===== src/design/spq_pkg.sv =====
package spq_pkg;

  typedef enum logic {
    OP_INSERT = 1'b0,
    OP_REMOVE = 1'b1
  } op_e;

  typedef struct packed {
    logic signed [31:0] key;
    logic [15:0]        id;
  } entry_t;

  // per-cell control from the top level
  typedef struct packed {
    logic ins;       // insert accepted, queue not full
    logic rem;       // remove accepted, queue not empty
    logic occupied;  // cell holds a valid entry
    logic at_end;    // cell is the first free slot
  } cell_ctrl_t;

endpackage


===== src/design/spq_cell.sv =====
module spq_cell (
  input  logic               clk_i,
  input  spq_pkg::cell_ctrl_t ctrl_i,
  input  spq_pkg::entry_t    new_i,
  input  spq_pkg::entry_t    left_i,
  input  logic               take_left_i,
  input  spq_pkg::entry_t    right_i,
  output logic               take_o,
  output spq_pkg::entry_t    entry_o
);
  import spq_pkg::*;

  entry_t entry_q, entry_d;
  logic   gt;

  // stored key strictly greater than the new one: new entry goes at or before us
  assign gt     = ctrl_i.occupied && (entry_q.key > new_i.key);
  assign take_o = gt || ctrl_i.at_end;

  always_comb begin
    entry_d = entry_q;
    if (ctrl_i.ins && take_o) begin
      entry_d = take_left_i ? left_i : new_i;
    end else if (ctrl_i.rem) begin
      entry_d = right_i;
    end
  end

  always_ff @(posedge clk_i) begin
    entry_q <= entry_d;
  end

  assign entry_o = entry_q;

endmodule


===== config.mk =====
export PLATFORM = sky130hd
export DESIGN_NAME = spq_cell
export DESIGN_NICKNAME = d
export VERILOG_FILES = /design/src/design/spq_pkg.sv /design/src/design/spq_cell.sv
export SDC_FILE = /design/constraint.sdc
export NUM_CORES = 1
export LEC_CHECK = 0
export BUFFER_PORTS_ARGS = -buffer_cell sky130_fd_sc_hd__buf_2
export CAP_MARGIN = 10
export CORE_AREA = 2 2 131 82
export CTS_BUF_LIST = sky130_fd_sc_hd__clkbuf_8 sky130_fd_sc_hd__clkbuf_16
export DETAILED_ROUTE_END_ITERATION = 8
export DIE_AREA = 0 0 133 84
export GPL_TIMING_DRIVEN = 0
export PLACE_DENSITY = 0.78
export SYNTH_ARGS = -nofsm -noshare
export SYNTH_HDL_FRONTEND = slang
export SYNTH_SLANG_ARGS = --single-unit

===== constraint.sdc =====
create_clock -name clk_i -period 4.4 [get_ports clk_i]
set_clock_uncertainty 0.15 [all_clocks]
set_input_delay 1.1 -clock clk_i [delete_from_list [all_inputs] [get_ports clk_i]]
set_output_delay 1.1 -clock clk_i [all_outputs]
set_load 0.01 [all_outputs]

* After elaboration in Yosys (flattened, before gate mapping)
Cells that the tools add are included.
Operators by class: eq/ne operators 0, div/mod/pow operators 0, bitwise logic cells 0, $add $sub $neg 0, multiply operators 0, multiplexer cells 3, reduce and logical (&&, ||, !) cells 4, magnitude comparators 1, shift-type cells 0
Operators by type and width (count):
- 48-bit two-way mux | 3
- 32-bit greater-than comparator | 1
- 1-bit logical AND | 2
- 2-bit nonzero test | 1
- 1-bit logical OR | 1
Word-level totals: latch bits 0, register bits 48, memories kept 0, word-level logic and storage cells 10, bits in read-only memories 0, memory bits (writable) 0, input bits 150

* Depth between registers and ports, before layout
word-level depth 5, gate-level depth with buffers 11, gate-level depth less buffers 9

* Least setup slack after synthesis
Ideal clock, no wire load.
path kind input-to-reg, from input port new_i[47] (netlist name), to register entry_q, in the netlist entry_o[0], enable pin, cell stages on the path 8, data arrival time 3.694 ns, buffers on the path 0, data required time 3.769 ns, setup slack 0.075 ns, path through inv_1 -> ha_1 -> nand4_1 -> or4_1 -> o21a_1 -> and3_1 -> a22o_1 -> or3_1
Between the ends: longest elaborated chain between the ends 5
Ends and longest elaborated chain:
- start, declared | RTL line spq_cell.sv:4 | input spq_pkg::entry_t new_i,
- 32-bit greater-than comparator | RTL line spq_cell.sv:17 | assign gt = ctrl_i.occupied && (entry_q.key > new_i.key);
- 1-bit logical AND | RTL line spq_cell.sv:17
- 1-bit logical OR | RTL line spq_cell.sv:18 | assign take_o = gt || ctrl_i.at_end;
- 1-bit logical AND | RTL line spq_cell.sv:22 | if (ctrl_i.ins && take_o) begin
- 2-bit nonzero test (no source line)
- end signal, assigned | RTL line spq_cell.sv:30 | entry_q <= entry_d;
- end, declared | RTL line spq_cell.sv:13 | entry_t entry_q, entry_d;
Every way passes these cells. A chain may end at the register's enable or synchronous reset.

* Worst setup path in the final report
from input port new_i[47] (netlist name), to output port take_o
Between the ends: longest elaborated chain between the ends 3
Ends and longest elaborated chain:
- 32-bit greater-than comparator | RTL line spq_cell.sv:17
- 1-bit logical AND | RTL line spq_cell.sv:17
- 1-bit logical OR | RTL line spq_cell.sv:18
- end, declared | RTL line spq_cell.sv:8 | output logic take_o,
Every way passes these cells.

==> results.tsv <==
metric	value	unit
status	finished clean	
h-tree-depth	2	
grt_pass1_vias	3396	
drtAntennaViolNets	0	
max_slew_margin	53.5	%
synth_compound_area_share	9.71	%
p_leak	2.29	nW
cts_sinks	48	
intPower	1.03	mW
finalHoldViolations	0	
async_flop_share	0	%
hold_path_class	primary input to flip-flop	
synth_common_cells	48 x edfxtp_1, 45 x mux2_2, 36 x nand2_1, 33 x o21ai_0	
cp_max_fo	6	
min_period	4.27	ns
synth_top_area_share	42.4	%
seqPwrFrac	42.2	%
ys.flop_type	edfxtp_1	
p_sw	0.438	mW
cts_root_buf	clkbuf_16	
setup_viol	0	
drc	0	
drt-initial-drc-count	122	
rsz0062_at_grt	no	
ys_types	31	
powerDensity	309	nW/um^2
ir_drop	0.164	mV
drive_gt1_share	50.3	%
finalWirelength	10300	um
final_util	46.8	%
drv_cap	0	
ios	199	
dr_total_vias	3199	
synth_most_common_cell	edfxtp_1	
cp-start-kind	primary input	
grt_antenna_before_repair	0	
critPathKind	primary input to primary output	
fillCellCount	971	
rows	29	
synthAdderAreaFrac	11.8	%
yosysTopAreaCell	edfxtp_1	
synth.avg_cell_area	10.9	um^2
grt_start_max_net_pins	32	
drt-pass1-iter-count	4	
die_h	84	um
area_growth	39.4	%
core-area	10100	um^2
clock.fmax	234	MHz
cts.path.max_buffers	2	
track_usage	18.1	%
start_util	33.6	%
clockPowerShare	25.5	%
synth-seq-cells	48	
drt-vias-per-instance	4.86	
largest_reg_flops	48	
insertion_delay	0.29	ns
final_max_slew_viol_count	0	
grt_pass1_wl	16100	um
grt-ovfl-total	0	
dieWidth	133	um
clk_pin_slew	0.07	ns
p_comb_share	32.3	%
critPathRequiredTime	3.15	ns
yosysWarnings	0	
synth_top_family_by_area	multiplexers	
yosys.area_share.simple	8.39	%
synth_edf_count	48	
synthMuxAreaShare	21.5	%
p_total	1.47	mW
routedWlPerCell	15.6	um
synthesis.nets	494	
die_area	11200	um^2
tightest_slew	0.698	ns
syn_inst	312	
port_buffers	197	
pre_cts_slack	-0.0927	ns
cp.arrival	3.02	ns
cp-end-kind	primary output	
place.gp.congestion	0.878	
dpl.hpwl	8380	um
fin_nets	700	
cts_tree	yes	
switching_share	29.9	%
period_share	97.1	%
setup_slack	0.128	ns
cts_buffers	5	
n_antenna_cell	0	
seq_area_frac_synth	42.4	%
synthesis.area	3400	um^2
synthTopCellsByArea	edfxtp_1 42%, mux2_2 15%, ha_1 12%	
synthXorXnorAreaFrac	0.258	%
## critical path, cell delays in order
cell and delay [ns]:
buf_2 0.07, inv_1 0.05, ha_2 0.37, nand4_1 0.19, or4_4 0.61, o21ba_2 0.22
xor2_1 0.13, a21o_1 0.15, buf_2 0.13
## power by group through the flow
| stage | Sequential [mW] | Clock [mW] | Combinational, mW |
|---|---|---|---|
| after floorplan | 0.660 | 0 | 0.236 |
| after global placement | 0.628 | 0 | 0.450 |
| after CTS | 0.618 | 0.385 | 0.474 |
| after detailed placement | 0.627 | 0 | 0.470 |
| final | 0.618 | 0.374 | 0.474 |
| after global routing | 0.624 | 0.403 | 0.523 |
## logic make-up (layout without fill, tap and decap cells)
group | count (synthesis) | in the layout
AOI/OAI and AO/OA | 59 | 59
xor gates and xnor gates | 1 | 1
adders and majority gates | 32 | 32
buffers and inverters | 46 | 253
DFF | 48 | 48
muxes | 65 | 65
and+or+nand+nor | 61 | 61
## what timing repair did
item | CTS | global route
resized for setup | 1 | 3
hold buffers | 0 | 0
setup buffers | 0 | 1
endpoints found under the setup margin | 1 | 1
pin swaps | 0 | 3
cloned | 0 | 0
## layer usage
metal | GRT usage, % | wire, um | part of all wire (%)
met3 | 5.34 | 829 | 8.1
met4 | 4.40 | 113 | 1.1
met1 | 21.9 | 4390 | 43
met5 | 0 | 0 | 0
met2 | 31.7 | 4950 | 48
## per-stage QoR
stage / setup TNS (ns) / hold slack, ns / std cells / instance area [um^2]
floorplan: 0 / 1.15 / 312 / 3400
global placement: -32.84 / 1.18 / 648 / 4560
detailed placement: -2.88 / 1.24 / 649 / 4580
CTS: 0 / 0.941 / 657 / 4720
global route: 0 / 0.947 / 658 / 4740
finish: 0 / 0.946 / 658 / 4740
## final timing paths
check                            startpoint           to  slack [ns]  cells past startpoint
worst max-delay path              new_i[47]       take_o        0.13                      9
worst min-delay path            right_i[33]  entry_o[33]        0.95                      2
worst max register to register  entry_o[30]   entry_o[3]        0.70                      9
worst min register to register  entry_o[47]  entry_o[47]        1.26                      7
## placed cells by master (no fill, tap or decap), drive strengths merged, types with 2 or more instances in the layout
cell type / synthesis / routed
o211ai: 2 / 2
mux2: 65 / 65
or3: 2 / 2
nand2: 36 / 36
clkbuf: 9 / 14
a21o: 3 / 3
o21ai: 33 / 33
edfxtp: 48 / 48
ha: 32 / 32
buf: 5 / 204
nor2: 3 / 3
inv: 32 / 34
a211oi: 2 / 2
nand4: 8 / 8
a21oi: 14 / 14
or4: 2 / 2
nand3: 5 / 5
## final cells by class
cell class / count / area (um^2) / area share (%)
Clock buffer: 5 / 125 / 2.64
Buffer: 14 / 82.6 / 1.74
Timing Repair Buffer: 199 / 1010 / 21.4
Clock inverter: 3 / 11.3 / 0.237
Multi-Input combinational cell: 218 / 1770 / 37.4
Inverter: 32 / 120 / 2.53
Sequential cell: 48 / 1440 / 30.4
Tap cell: 139 / 174 / 3.67
Note: power is estimated with default switching activity, not from simulation.
